--- src/hw/rtl/ubt_pkg.sv ---
`default_nettype none
package ubt_pkg;

	// table geometry
	localparam int ENTRIES = 16;
	localparam int IDX_W   = (ENTRIES > 1) ? $clog2(ENTRIES) : 1;
	localparam logic [IDX_W-1:0] LAST_IDX = IDX_W'(ENTRIES - 1);

	// field widths
	localparam int OP_W   = 2;
	localparam int PORT_W = 16;
	localparam int ADDR_W = 32;
	localparam int TAG_W  = 8;
	localparam int SLOT_W = 4;
	localparam int ST_W   = 2;
	localparam int CNT_W  = PORT_W + 1;

	// configuration register indexes
	localparam int CFG_IDX_W = 1;
	localparam logic [CFG_IDX_W-1:0] CFG_EPH_LOW  = 1'b0;
	localparam logic [CFG_IDX_W-1:0] CFG_EPH_HIGH = 1'b1;

	// reset values
	localparam logic [PORT_W-1:0] EPH_LOW_RST  = 16'd49152;
	localparam logic [PORT_W-1:0] EPH_HIGH_RST = 16'd65535;
	localparam logic [PORT_W-1:0] CURSOR_RST   = 16'd49152;

	typedef enum logic [OP_W-1:0] {
		OP_BIND   = 2'd0,
		OP_UNBIND = 2'd1,
		OP_ALLOC  = 2'd2,
		OP_LOOKUP = 2'd3
	} op_e;

	typedef enum logic [ST_W-1:0] {
		ST_OK        = 2'd0,
		ST_IN_USE    = 2'd1,
		ST_FULL      = 2'd2,
		ST_NOT_FOUND = 2'd3
	} st_e;

	typedef struct packed {
		op_e               operation;
		logic [PORT_W-1:0] port;
		logic [ADDR_W-1:0] local_addr;
		logic [TAG_W-1:0]  owner_tag;
	} in_beat_t;

	typedef struct packed {
		st_e               status;
		logic [SLOT_W-1:0] slot;
		logic [TAG_W-1:0]  owner_out;
		logic [PORT_W-1:0] alloc_port;
	} out_beat_t;

	// one stored binding
	typedef struct packed {
		logic [PORT_W-1:0] port;
		logic [ADDR_W-1:0] addr;
		logic [TAG_W-1:0]  owner;
	} entry_t;

	// scan request from the controller
	typedef struct packed {
		logic              start;
		logic              use_addr;
		logic [PORT_W-1:0] port;
		logic [ADDR_W-1:0] addr;
	} scan_req_t;

	// scan outcome, valid while done is high
	typedef struct packed {
		logic             done;
		logic             hit;
		logic [IDX_W-1:0] hit_idx;
		logic [TAG_W-1:0] hit_owner;
		logic             free_found;
		logic [IDX_W-1:0] free_idx;
	} scan_rsp_t;

	// table update
	typedef struct packed {
		logic              set;
		logic              clr;
		logic [IDX_W-1:0]  idx;
		logic [PORT_W-1:0] port;
		logic [ADDR_W-1:0] addr;
		logic [TAG_W-1:0]  owner;
	} tbl_wr_t;

endpackage
`default_nettype wire

--- src/hw/rtl/ubt_table.sv ---
`default_nettype none
module ubt_table (
	input  logic                clk,
	input  logic                arst_n,
	input  ubt_pkg::scan_req_t  req,
	input  ubt_pkg::tbl_wr_t    wr,
	output ubt_pkg::scan_rsp_t  rsp
);

	// binding store, one read port, one write port
	ubt_pkg::entry_t                 mem_q [ubt_pkg::ENTRIES];
	logic [ubt_pkg::ENTRIES-1:0]     valid_q;

	logic                            issue_q;
	logic [ubt_pkg::IDX_W-1:0]       rd_ptr_q;
	logic                            chk_s1;
	logic [ubt_pkg::IDX_W-1:0]       chk_idx_s1;
	ubt_pkg::entry_t                 rd_s1;

	logic [ubt_pkg::PORT_W-1:0]      key_port_q;
	logic [ubt_pkg::ADDR_W-1:0]      key_addr_q;
	logic                            use_addr_q;
	logic                            free_found_q;
	logic [ubt_pkg::IDX_W-1:0]       free_idx_q;

	logic ent_valid;
	logic match;
	logic done;
	logic free_here;

	// compare stage on the registered read data
	always_comb begin
		ent_valid = valid_q[chk_idx_s1];
		match     = chk_s1 && ent_valid && (rd_s1.port == key_port_q) &&
			(!use_addr_q || (rd_s1.addr == '0) || (rd_s1.addr == key_addr_q));
		done      = chk_s1 && (match || (chk_idx_s1 == ubt_pkg::LAST_IDX));
		free_here = chk_s1 && !ent_valid;
	end

	assign rsp.done       = done;
	assign rsp.hit        = match;
	assign rsp.hit_idx    = chk_idx_s1;
	assign rsp.hit_owner  = rd_s1.owner;
	assign rsp.free_found = free_found_q || free_here;
	assign rsp.free_idx   = free_found_q ? free_idx_q : chk_idx_s1;

	// scan sequencer: address issue and check-stage valid
	always_ff @(posedge clk or negedge arst_n) begin
		if (!arst_n) begin
			issue_q      <= 1'b0;
			rd_ptr_q     <= '0;
			chk_s1       <= 1'b0;
			free_found_q <= 1'b0;
		end else if (req.start) begin
			issue_q      <= 1'b1;
			rd_ptr_q     <= '0;
			chk_s1       <= 1'b0;
			free_found_q <= 1'b0;
		end else begin
			chk_s1  <= issue_q && !done;
			issue_q <= issue_q && !done && (rd_ptr_q != ubt_pkg::LAST_IDX);
			if (issue_q && (rd_ptr_q != ubt_pkg::LAST_IDX)) begin
				rd_ptr_q <= rd_ptr_q + ubt_pkg::IDX_W'(1);
			end
			if (free_here) begin
				free_found_q <= 1'b1;
			end
		end
	end

	// keys, read data and first free slot
	always_ff @(posedge clk) begin
		if (req.start) begin
			key_port_q <= req.port;
			key_addr_q <= req.addr;
			use_addr_q <= req.use_addr;
		end
		if (issue_q) begin
			rd_s1 <= mem_q[rd_ptr_q];
		end
		chk_idx_s1 <= rd_ptr_q;
		if (free_here && !free_found_q) begin
			free_idx_q <= chk_idx_s1;
		end
	end

	// memory write
	always_ff @(posedge clk) begin
		if (wr.set) begin
			mem_q[wr.idx] <= '{port: wr.port, addr: wr.addr, owner: wr.owner};
		end
	end

	// valid bits, cleared at reset
	always_ff @(posedge clk or negedge arst_n) begin
		if (!arst_n) begin
			valid_q <= '0;
		end else if (wr.set) begin
			valid_q[wr.idx] <= 1'b1;
		end else if (wr.clr) begin
			valid_q[wr.idx] <= 1'b0;
		end
	end

	a_set_free: assert property (@(posedge clk) disable iff (!arst_n)
		wr.set |-> !valid_q[wr.idx])
		else $error("bind writes an occupied slot");

	a_clr_valid: assert property (@(posedge clk) disable iff (!arst_n)
		wr.clr |-> valid_q[wr.idx])
		else $error("unbind clears an empty slot");

	a_done_flush: assert property (@(posedge clk) disable iff (!arst_n)
		(done && !req.start) |=> !chk_s1)
		else $error("check stage live after scan end");

endmodule
`default_nettype wire

--- src/hw/rtl/ubt_ctrl.sv ---
`default_nettype none
module ubt_ctrl (
	input  logic                       clk,
	input  logic                       arst_n,
	input  logic                       in_take,
	input  ubt_pkg::in_beat_t          in_beat,
	input  logic [ubt_pkg::PORT_W-1:0] eph_low,
	input  logic [ubt_pkg::PORT_W-1:0] eph_high,
	input  logic                       out_free,
	output logic                       idle,
	output logic                       res_done,
	output ubt_pkg::out_beat_t         res,
	output ubt_pkg::scan_req_t         req,
	output ubt_pkg::tbl_wr_t           wr,
	input  ubt_pkg::scan_rsp_t         rsp
);

	typedef enum logic [2:0] {
		S_IDLE = 3'b001,
		S_SCAN = 3'b010,
		S_DONE = 3'b100
	} state_t;

	state_t                      state_q;
	ubt_pkg::op_e                op_q;
	logic [ubt_pkg::PORT_W-1:0]  port_q;
	logic [ubt_pkg::ADDR_W-1:0]  addr_q;
	logic [ubt_pkg::TAG_W-1:0]   tag_q;
	logic [ubt_pkg::PORT_W-1:0]  cursor_q;
	logic [ubt_pkg::PORT_W-1:0]  cand_q;
	logic [ubt_pkg::CNT_W-1:0]   count_q;
	logic [ubt_pkg::CNT_W-1:0]   span_q;
	ubt_pkg::out_beat_t          res_q;

	logic [ubt_pkg::PORT_W-1:0]  cur_start;
	logic [ubt_pkg::PORT_W-1:0]  nxt_cand;
	logic [ubt_pkg::CNT_W-1:0]   span;
	logic                        range_bad;
	logic                        in_alloc;
	logic                        scan_done;
	logic                        alloc_retry;
	ubt_pkg::out_beat_t          res_nxt;

	// ephemeral range arithmetic
	always_comb begin
		range_bad = eph_low > eph_high;
		cur_start = ((cursor_q < eph_low) || (cursor_q > eph_high)) ? eph_low : cursor_q;
		nxt_cand  = (cand_q == eph_high) ? eph_low : cand_q + ubt_pkg::PORT_W'(1);
		span      = {1'b0, eph_high} - {1'b0, eph_low} + ubt_pkg::CNT_W'(1);
		in_alloc  = in_beat.operation == ubt_pkg::OP_ALLOC;
	end

	assign scan_done   = (state_q == S_SCAN) && rsp.done;
	assign alloc_retry = scan_done && (op_q == ubt_pkg::OP_ALLOC) && rsp.hit &&
		(count_q != span_q);

	// scan launch: new item, or next ephemeral candidate
	always_comb begin
		req.start    = (in_take && !(in_alloc && range_bad)) || alloc_retry;
		req.use_addr = in_take && (in_beat.operation == ubt_pkg::OP_LOOKUP);
		req.addr     = in_beat.local_addr;
		if (in_take) begin
			req.port = in_alloc ? cur_start : in_beat.port;
		end else begin
			req.port = nxt_cand;
		end
	end

	// table update at scan end
	always_comb begin
		wr.set   = scan_done && (op_q == ubt_pkg::OP_BIND) && !rsp.hit && rsp.free_found;
		wr.clr   = scan_done && (op_q == ubt_pkg::OP_UNBIND) && rsp.hit;
		wr.idx   = wr.set ? rsp.free_idx : rsp.hit_idx;
		wr.port  = port_q;
		wr.addr  = addr_q;
		wr.owner = tag_q;
	end

	// result of a finished scan
	always_comb begin
		res_nxt.status     = ubt_pkg::ST_OK;
		res_nxt.slot       = '0;
		res_nxt.owner_out  = '0;
		res_nxt.alloc_port = '0;
		case (op_q)
			ubt_pkg::OP_BIND: begin
				if (rsp.hit) begin
					res_nxt.status = ubt_pkg::ST_IN_USE;
					res_nxt.slot   = ubt_pkg::SLOT_W'(rsp.hit_idx);
				end else if (rsp.free_found) begin
					res_nxt.slot   = ubt_pkg::SLOT_W'(rsp.free_idx);
				end else begin
					res_nxt.status = ubt_pkg::ST_FULL;
				end
			end
			ubt_pkg::OP_UNBIND: begin
				if (rsp.hit) begin
					res_nxt.slot   = ubt_pkg::SLOT_W'(rsp.hit_idx);
				end else begin
					res_nxt.status = ubt_pkg::ST_NOT_FOUND;
				end
			end
			ubt_pkg::OP_ALLOC: begin
				if (rsp.hit) begin
					res_nxt.status = ubt_pkg::ST_FULL;
				end else begin
					res_nxt.alloc_port = cand_q;
				end
			end
			ubt_pkg::OP_LOOKUP: begin
				if (rsp.hit) begin
					res_nxt.slot      = ubt_pkg::SLOT_W'(rsp.hit_idx);
					res_nxt.owner_out = rsp.hit_owner;
				end else begin
					res_nxt.status = ubt_pkg::ST_NOT_FOUND;
				end
			end
			default: begin
				res_nxt.status = ubt_pkg::ST_NOT_FOUND;
			end
		endcase
	end

	// sequencer and cursor
	always_ff @(posedge clk or negedge arst_n) begin
		if (!arst_n) begin
			state_q  <= S_IDLE;
			cursor_q <= ubt_pkg::CURSOR_RST;
		end else begin
			case (state_q)
				S_IDLE: begin
					if (in_take) begin
						state_q <= (in_alloc && range_bad) ? S_DONE : S_SCAN;
					end
				end
				S_SCAN: begin
					if (scan_done && !alloc_retry) begin
						state_q <= S_DONE;
						if (op_q == ubt_pkg::OP_ALLOC) begin
							cursor_q <= nxt_cand;
						end
					end
				end
				S_DONE: begin
					if (out_free) begin
						state_q <= S_IDLE;
					end
				end
				default: begin
					state_q <= S_IDLE;
				end
			endcase
		end
	end

	// item and candidate registers
	always_ff @(posedge clk) begin
		if (in_take) begin
			op_q    <= in_beat.operation;
			port_q  <= in_beat.port;
			addr_q  <= in_beat.local_addr;
			tag_q   <= in_beat.owner_tag;
			cand_q  <= cur_start;
			count_q <= ubt_pkg::CNT_W'(1);
			span_q  <= span;
			res_q.status     <= ubt_pkg::ST_FULL;
			res_q.slot       <= '0;
			res_q.owner_out  <= '0;
			res_q.alloc_port <= '0;
		end else if (alloc_retry) begin
			cand_q  <= nxt_cand;
			count_q <= count_q + ubt_pkg::CNT_W'(1);
		end else if (scan_done) begin
			res_q <= res_nxt;
		end
	end

	assign idle     = state_q == S_IDLE;
	assign res_done = (state_q == S_DONE) && out_free;
	assign res      = res_q;

	a_hold_result: assert property (@(posedge clk) disable iff (!arst_n)
		((state_q == S_DONE) && !out_free) |=> ((state_q == S_DONE) && $stable(res_q)))
		else $error("pending result lost while output busy");

	a_take_idle: assert property (@(posedge clk) disable iff (!arst_n)
		in_take |-> (state_q == S_IDLE))
		else $error("item taken while busy");

	a_alloc_range: assert property (@(posedge clk) disable iff (!arst_n)
		(res_done && (op_q == ubt_pkg::OP_ALLOC) && (res_q.status == ubt_pkg::ST_OK)) |->
		((res_q.alloc_port >= eph_low) && (res_q.alloc_port <= eph_high)))
		else $error("allocated port outside range");

endmodule
`default_nettype wire

--- src/hw/rtl/udp_port_bind_table_top.sv ---
`default_nettype none
// UDP port binding table: bind, unbind, ephemeral allocate and lookup over
// ENTRIES slots held in a single-port-read memory.
// Input channel in_valid/in_stall/in_beat carries one operation per beat;
// output channel out_valid/out_stall/out_beat returns exactly one result beat
// per operation, in order. One operation is worked on at a time.
// Bind, unbind and lookup scan the memory one slot per cycle and stop at the
// first match or after the last slot.
// Allocate repeats that scan for each candidate port, trying at most
// min(range size, ENTRIES+1) candidates. An inverted range is answered with
// ST_FULL and no scan. The controller returns to idle as a result enters the
// output register, and the next beat can be accepted from then on.
// Configuration (cfg_we, cfg_idx, cfg_wdata) writes the ephemeral bounds and
// must only be used while no operation is outstanding.
// Reset clears all valid bits at once (no clearing pass), loads the range
// bounds and cursor with their defaults, and empties the output register.
// When out_stall holds a result, the next beat is still accepted and scanned;
// it waits at completion until the output register frees.
module udp_port_bind_table_top (
	input  logic                          clk,
	input  logic                          arst_n,
	input  logic                          in_valid,
	output logic                          in_stall,
	input  ubt_pkg::in_beat_t             in_beat,
	output logic                          out_valid,
	input  logic                          out_stall,
	output ubt_pkg::out_beat_t            out_beat,
	input  logic                          cfg_we,
	input  logic [ubt_pkg::CFG_IDX_W-1:0] cfg_idx,
	input  logic [ubt_pkg::PORT_W-1:0]    cfg_wdata
);

	logic [ubt_pkg::PORT_W-1:0] eph_low_q;
	logic [ubt_pkg::PORT_W-1:0] eph_high_q;
	logic                       out_valid_q;
	ubt_pkg::out_beat_t         out_beat_q;

	logic                       ctrl_idle;
	logic                       res_done;
	logic                       out_free;
	logic                       in_take;
	ubt_pkg::out_beat_t         res;
	ubt_pkg::scan_req_t         req;
	ubt_pkg::tbl_wr_t           wr;
	ubt_pkg::scan_rsp_t         rsp;

	assign in_stall = !ctrl_idle;
	assign in_take  = in_valid && !in_stall;
	assign out_free = !out_valid_q || !out_stall;

	// ephemeral range registers
	always_ff @(posedge clk or negedge arst_n) begin
		if (!arst_n) begin
			eph_low_q  <= ubt_pkg::EPH_LOW_RST;
			eph_high_q <= ubt_pkg::EPH_HIGH_RST;
		end else if (cfg_we) begin
			case (cfg_idx)
				ubt_pkg::CFG_EPH_LOW:  eph_low_q  <= cfg_wdata;
				ubt_pkg::CFG_EPH_HIGH: eph_high_q <= cfg_wdata;
				default: ;
			endcase
		end
	end

	// output register
	always_ff @(posedge clk or negedge arst_n) begin
		if (!arst_n) begin
			out_valid_q <= 1'b0;
		end else if (res_done) begin
			out_valid_q <= 1'b1;
		end else if (!out_stall) begin
			out_valid_q <= 1'b0;
		end
	end

	always_ff @(posedge clk) begin
		if (res_done) begin
			out_beat_q <= res;
		end
	end

	assign out_valid = out_valid_q;
	assign out_beat  = out_beat_q;

	ubt_ctrl u_ctrl (
		.clk      (clk),
		.arst_n   (arst_n),
		.in_take  (in_take),
		.in_beat  (in_beat),
		.eph_low  (eph_low_q),
		.eph_high (eph_high_q),
		.out_free (out_free),
		.idle     (ctrl_idle),
		.res_done (res_done),
		.res      (res),
		.req      (req),
		.wr       (wr),
		.rsp      (rsp)
	);

	ubt_table u_table (
		.clk    (clk),
		.arst_n (arst_n),
		.req    (req),
		.wr     (wr),
		.rsp    (rsp)
	);

endmodule
`default_nettype wire

--- config.mk ---
export PLATFORM = sky130hd
export DESIGN_NAME = udp_port_bind_table_top
export DESIGN_NICKNAME = d
export VERILOG_FILES = /design/src/hw/rtl/ubt_pkg.sv /design/src/hw/rtl/ubt_table.sv /design/src/hw/rtl/ubt_ctrl.sv /design/src/hw/rtl/udp_port_bind_table_top.sv
export SDC_FILE = /design/constraint.sdc
export NUM_CORES = 1
export LEC_CHECK = 0
export BUFFER_PORTS_ARGS = -buffer_cell sky130_fd_sc_hd__buf_2
export CORE_ASPECT_RATIO = 0.5
export CORE_MARGIN = 3
export CORE_UTILIZATION = 50
export CTS_CLUSTER_SIZE = 12
export DETAILED_ROUTE_END_ITERATION = 16
export PLACE_DENSITY = 0.7
export SLEW_MARGIN = 30
export SYNTH_ARGS = -nofsm -noshare
export SYNTH_HDL_FRONTEND = slang
export SYNTH_HIERARCHICAL = 1
export SYNTH_SLANG_ARGS = --single-unit
export TNS_END_PERCENT = 10
--- constraint.sdc ---
create_clock -name clk -period 10.95 [get_ports clk]
set_input_delay 0.5475 -clock clk [delete_from_list [all_inputs] [get_ports clk]]
set_output_delay 0.5475 -clock clk [all_outputs]
set_load 0.005 [all_outputs]
## Yosys cells after proc, flatten, opt, wreduce, memory -nomap -nowiden

Memory sizes are Yosys's and may differ from the RTL's. A register that Yosys moved wholly into a read port is not among the register bits.
Cells that the tools add are included.

- Register bits after elaboration: 300
- Output and inout port bits: 32
- Memories: 1
- Word-level logic and storage cells: 160
- Input port bits: 80
- Memory bits (writable): 896

- Bitwise operators: 5
- Reductions and logical operators: 54
- Muxes and demuxes: 41
- Magnitude comparators: 6
- Add/subtract/negate cells: 5
- Eq/ne operators: 18

Memory list:

| name | depth | width | read ports | clocked after Yosys merged registers in | wr ports | RTL line | text |
|---|---|---|---|---|---|---|---|
| u_table.mem_q | 16 | 56 | 1 | 1 | 1 | ubt_table.sv:11 | `ubt_pkg::entry_t mem_q [ubt_pkg::ENTRIES];` |

Operators with widths:

| cell | number |
|---|---|
| two-way mux 16 bit | 10 |
| adder 17 x 1 -> 17 bit, second input constant | 2 |
| equality test 16 bit | 2 |
| equality test 32 bit | 1 |
| > comparator 16 bit | 2 |
| logical NOT 32 bit | 1 |
| logical AND 1 bit | 25 |
| two-way mux 4 bit | 6 |
| != test 17 bit | 1 |
| subtractor 16 x 16 -> 17 bit | 1 |
| adder 16 x 1 -> 16 bit, second input constant | 1 |
| AND 16 bit | 1 |
| less-than comparator 16 bit | 1 |
| NOT 16 bit | 1 |
| bitwise OR 16 bit | 1 |
| two-way mux 12 bit | 1 |
| two-way mux 3 bit | 4 |
| one-hot mux 4 bit (3 select lines) | 1 |
| logical NOT 1 bit | 10 |
| less-than comparator 4 x 5 -> 1 bit, second input constant | 2 |
| two-way mux 1 bit | 10 |
| one-hot mux 3 bit (3 select lines) | 1 |
| equality test 2 bit, second input constant | 4 |
| two-way mux 8 bit | 1 |
| other kinds (22) | 39 |

## Depth between registers and ports, before layout

- Depth after elaboration: 20
- Depth in mapped cells: 14

## By module

The synthesis kept the hierarchy.

Modules (own cells, without submodules):

| module | area each (um2) | cells each | instances |
|---|---|---|---|
| ubt_table | 38831.0 | 1567 | 1 |
| ubt_ctrl | 9227.6 | 910 | 1 |
| udp_port_bind_table_top | 2215.9 | 104 | 1 |

## Worst setup path after synthesis

Ideal clock, no wire load.

- Path type: register to register
- Start: register u_ctrl.state_q[0]
- End: register u_table/key_addr_q[0] (netlist bit) (enable)
- Buffers on the path: 3
- Stages on the path, launching flop included: 9
- Setup time: 0.540 ns
- Arrival: 7.182 ns
- Setup slack: 3.228 ns
- Path through: dfstp_2 -> inv_1 -> nor3_1 -> and2_1 -> clkbuf_1 -> inv_1 -> clkbuf_1 -> clkbuf_1 -> o21ai_0

RTL lines:

| what | RTL line | text |
|---|---|---|
| start, declared | ubt_ctrl.sv:24 | `state_t state_q;` |
| start signal, assigned | ubt_ctrl.sv:133 | `state_q <= (in_alloc && range_bad) ? S_DONE : S_SCAN;` |
| end signal, assigned | ubt_table.sv:75 | `key_addr_q <= req.addr;` |
| end, declared | ubt_table.sv:21 | `logic [ubt_pkg::ADDR_W-1:0] key_addr_q;` |

==> parameters.txt <==
Parameter                              Value

Clocking
  CTS Root Cell    sky130_fd_sc_hd__clkbuf_16
  Total clock buffers created by CTS    116
  # resized after CTS    0
  Number of H-tree branching levels    3
  Later-pin clock latency in the skew report    730 ps
  TritonCTS clock tree    done
  Clock Sink Count    1,252
  Max Root-Sink Buffers    3
  Clock transition at the register clock pins on the worst setup and hold paths after CTS    60 ps

STA
  Number of slew-limit violations in the final report    0
  Min Tclk post-route    5970 ps
  Final count of negative-setup-slack endpoints    0
  Part of the cycle the worst path needs    54.5%
  Setup TNS    0 ps
  Final critical-path setup slack    4980 ps
  Relative slew slack    34.4%
  Count of final hold-check violations    0
  Worst slew pin tran    984 ps
  Post-route worst hold slack    58.2 ps
  Setup clock skew after layout    55.7 ps
  Fmax    168 MHz
  Unrepaired setup endpoints after global routing    no

Power
  Max IR drop VDD    0.150 mV
  Power per unit of standard cell area    234 mW/mm2
  Leakage power total    17.9 nW

Logic synthesis
  Instance count of the mapped netlist    2,581
  Cell type with the largest total area after synthesis    sky130_fd_sc_hd__edfxtp_1
  Async set-reset flop share out of synthesis    5.99%
  Total number of yosys warnings    6
  Count of cell types in the netlist    65
  Area of the mapped netlist    0.0503 mm2
  Number of enable-type register cells in the synthesized netlist    1,126
  Synthesized area per cell    19.5 um2
  Fraction of post-synthesis cell area in the top cell type by area    67.3%
  Most area-consuming cells after synthesis    sky130_fd_sc_hd__edfxtp_1 (67%), sky130_fd_sc_hd__mux4_2 (13%), sky130_fd_sc_hd__dfrtp_1 (2.7%)
  Sequential area share after synthesis    73.1%
  Net Count, Synth    2,743
  Commonest register cell after synthesis    sky130_fd_sc_hd__edfxtp_1
  Post-synthesis sequential element count    1,252

Flow run
  Maximum Capacitance Violations    0

Global routing
  Antenna violations before repair    2
  First-pass GRT wire length    162,000 um
  Vias in the first global route    24,676
  Maximum number of pins on one net before global-route repair    99
  Remaining Overflow, GRT    0
  Combined global-route utilization of all metal layers    20.8%

Placement
  Port Buffers    111
  Placed cell area    0.0521 mm2
  Global placer's final weighted congestion    0.902
  Worst setup slack after placement    5090 ps
  HPWL after detailed placement    63,000 um

Layout
  Synth-to-Final Area Change    10.3%
  Finished Cell Area    0.0554 mm2
  Antenna fix cells    0
  Count of nets after finishing    2,870
  Fraction of final layout cells with drive strength greater than 1    24.2%

Hold path
  Hold Path Cell Cnt    1
  Min-Delay Startpoint    in_beat[33]
  Worst min path class    in2reg
  Sink of the worst hold path    u_ctrl/addr_q[25]

Floorplanning
  Std-Cell Core Area    0.0987 mm2
  Top-level I/O count    112
  Starting density of the core    50.9%
  Height of the die    230 um
  Die X-Extent    454 um
  Die ar.    0.105 mm2
  Row count    81

Setup path
  Reg2reg path depth    12
  Critical path arrival    6320 ps
  Required @ worst endpoint    11,300 ps
  R2R Path Start    u_table/rd_s1[39]
  Startpoint Class    flip-flop
  Crit-path max FO    34
  Worst reg2reg endpoint    u_table/mem_q[1][52]
  Worst Setup Path Type    reg2reg
  Worst R2R Setup Slack    4980 ps
  Type of destination of the critical path    flip-flop

Status
  Run status    completed

Routing
  Antenna-violating nets left    0
  Initial drt markers    2,580
  Residual DRC    0
  Detailed-route wire length per cell    26.2 um
  Via-to-Cell Ratio    5.98
  Wirelength, routed    107,000 um
  Vias after detailed routing    24,351
  Number of iterations in the first detailed-routing pass    5
## through the flow
step,utilization (%),cells,power [mW]
2_1_floorplan,-,2581,8.63
3_3_place_gp,52.6,3902,9.44
3_5_place_dp,52.8,3905,9.49
4_1_cts,56.1,4069,13.1
5_1_grt,56.2,4071,13.5
6_report,56.2,4071,12.9
## cells by family (layout without fill, tap and decap cells)
group	Yosys count	count (layout)	synth area share, %
flops	1252	1252	73.1
mux	361	361	14.5
simple gates	341	341	3.40
compound gates	218	218	2.50
buf+inv	200	362	2.28
xor+xnor	127	127	2.23
fa+ha+maj	82	82	2.06
## final cells by class
class	count	area, um2
Clock buffer	143	3040
Clock inverter	10	158
Fill cell	7299	43300
Inverter	48	180
Multi-Input combinational cell	1129	12500
Sequential cell	1252	36800
Tap cell	1328	1660
Timing Repair Buffer	161	1120
## worst max-delay path by stage
stage	from	end	slack (ps)	depth (start not counted)
2_1_floorplan	u_ctrl/state_q[0]	u_table/key_addr_q[0]	3230	8
3_3_place_gp	u_table/rd_s1[37]	u_table/mem_q[7][9]	5160	12
3_5_place_dp	u_table/rd_s1[39]	u_table/mem_q[1][18]	5090	12
4_1_cts	u_table/rd_s1[39]	u_table/mem_q[1][52]	5020	12
5_1_grt	u_table/rd_s1[39]	u_table/mem_q[1][6]	4760	12
6_report	u_table/rd_s1[39]	u_table/mem_q[1][52]	4980	12
## layer usage
metal	track usage [%]	share of wire (%)	vias up
li1	-	-	10522
met1	31.3	44	12821
met2	32.5	48	872
met3	3.57	6.6	136
met4	4.24	1.7	0
met5	0	0	-
## flip-flops by register name, summed over array words and instances, names as in the netlist, 2 cells and up, named ones only
register and count:
u_ctrl/tag_q 8, u_table/rd_s1 48, u_ctrl/cand_q 16, u_ctrl/cursor_q 16, u_ctrl/count_q 17, u_table/mem_q 896, out_beat 30, u_table/key_addr_q 32
u_table/rsp 8, u_ctrl/res 30, eph_low_q 16, u_table/free_idx_q 4, u_ctrl/state_q 3, u_table/rd_ptr_q 4, u_table/key_port_q 16, u_table/chk_idx_s1 4
u_ctrl/port_q 16, u_ctrl/span_q 17, u_ctrl/op_q 2, eph_high_q 16, u_ctrl/addr_q 32
## where the power goes
part           switching (mW)  leakage [nW]  total (mW)  internal (mW)
clock network            1.66          1.54        3.59           1.93
logic                    1.40          4.81        2.80           1.41
registers               0.595          11.6        6.56           5.96
total                    3.65          17.9        12.9           9.30
## critical path, cell delays in order (launching register included)
cell,delay (ps)
sky130_fd_sc_hd__edfxtp_1,420
sky130_fd_sc_hd__xnor2_1,260
sky130_fd_sc_hd__nand4_1,130
sky130_fd_sc_hd__nor4_1,370
sky130_fd_sc_hd__a21oi_1,350
sky130_fd_sc_hd__o31ai_1,450
sky130_fd_sc_hd__and2_1,250
sky130_fd_sc_hd__nand4b_1,290
sky130_fd_sc_hd__nor3b_2,530
sky130_fd_sc_hd__mux2_2,450
sky130_fd_sc_hd__or3b_2,640
sky130_fd_sc_hd__nor2_4,730
sky130_fd_sc_hd__buf_4,650
## cells in the mapped netlist, types with 5 or more instances
cell type / count
sky130_fd_sc_hd__o21bai_1: 15
sky130_fd_sc_hd__a31oi_1: 9
sky130_fd_sc_hd__a21oi_1: 42
sky130_fd_sc_hd__nor2b_1: 6
sky130_fd_sc_hd__edfxtp_1: 1126
sky130_fd_sc_hd__buf_6: 24
sky130_fd_sc_hd__nor2_1: 74
sky130_fd_sc_hd__buf_2: 22
sky130_fd_sc_hd__clkbuf_1: 56
sky130_fd_sc_hd__mux2_4: 12
sky130_fd_sc_hd__xor2_1: 29
sky130_fd_sc_hd__dfstp_2: 21
sky130_fd_sc_hd__buf_4: 42
sky130_fd_sc_hd__nand2_1: 79
sky130_fd_sc_hd__ha_1: 81
sky130_fd_sc_hd__and3_1: 9
sky130_fd_sc_hd__o21ai_0: 109
sky130_fd_sc_hd__buf_1: 6
sky130_fd_sc_hd__mux2_2: 32
sky130_fd_sc_hd__xnor2_1: 97
sky130_fd_sc_hd__nand4_1: 31
sky130_fd_sc_hd__inv_1: 48
sky130_fd_sc_hd__nand3_1: 68
sky130_fd_sc_hd__a21o_1: 7
sky130_fd_sc_hd__dfrtp_1: 54
sky130_fd_sc_hd__mux4_2: 284
sky130_fd_sc_hd__or3_1: 5
sky130_fd_sc_hd__nor3_1: 19
sky130_fd_sc_hd__nor4_1: 13
sky130_fd_sc_hd__dfxtp_1: 51
sky130_fd_sc_hd__mux2i_1: 33
sky130_fd_sc_hd__nand2b_1: 11
sky130_fd_sc_hd__a211oi_1: 7
## repair_timing
item | CTS | global route
hold buffers | 11 | 0
hold endpoints to repair | 66 | 0
setup buffers | 0 | 0
## cell usage in the layout (no fill, tap or decap), types with 48 or more instances in the layout
| cell | count |
|---|---|
| sky130_fd_sc_hd__xnor2_1 | 97 |
| sky130_fd_sc_hd__dfrtp_1 | 49 |
| sky130_fd_sc_hd__dfxtp_1 | 51 |
| sky130_fd_sc_hd__ha_1 | 81 |
| sky130_fd_sc_hd__mux4_2 | 284 |
| sky130_fd_sc_hd__buf_2 | 110 |
| sky130_fd_sc_hd__edfxtp_1 | 1126 |
| sky130_fd_sc_hd__nand3_1 | 68 |
| sky130_fd_sc_hd__clkbuf_16 | 117 |
| sky130_fd_sc_hd__nor2_1 | 58 |
| sky130_fd_sc_hd__o21ai_0 | 108 |
| sky130_fd_sc_hd__nand2_1 | 79 |
| sky130_fd_sc_hd__inv_1 | 48 |
No activity file was read; power rests on OpenSTA's default activity.
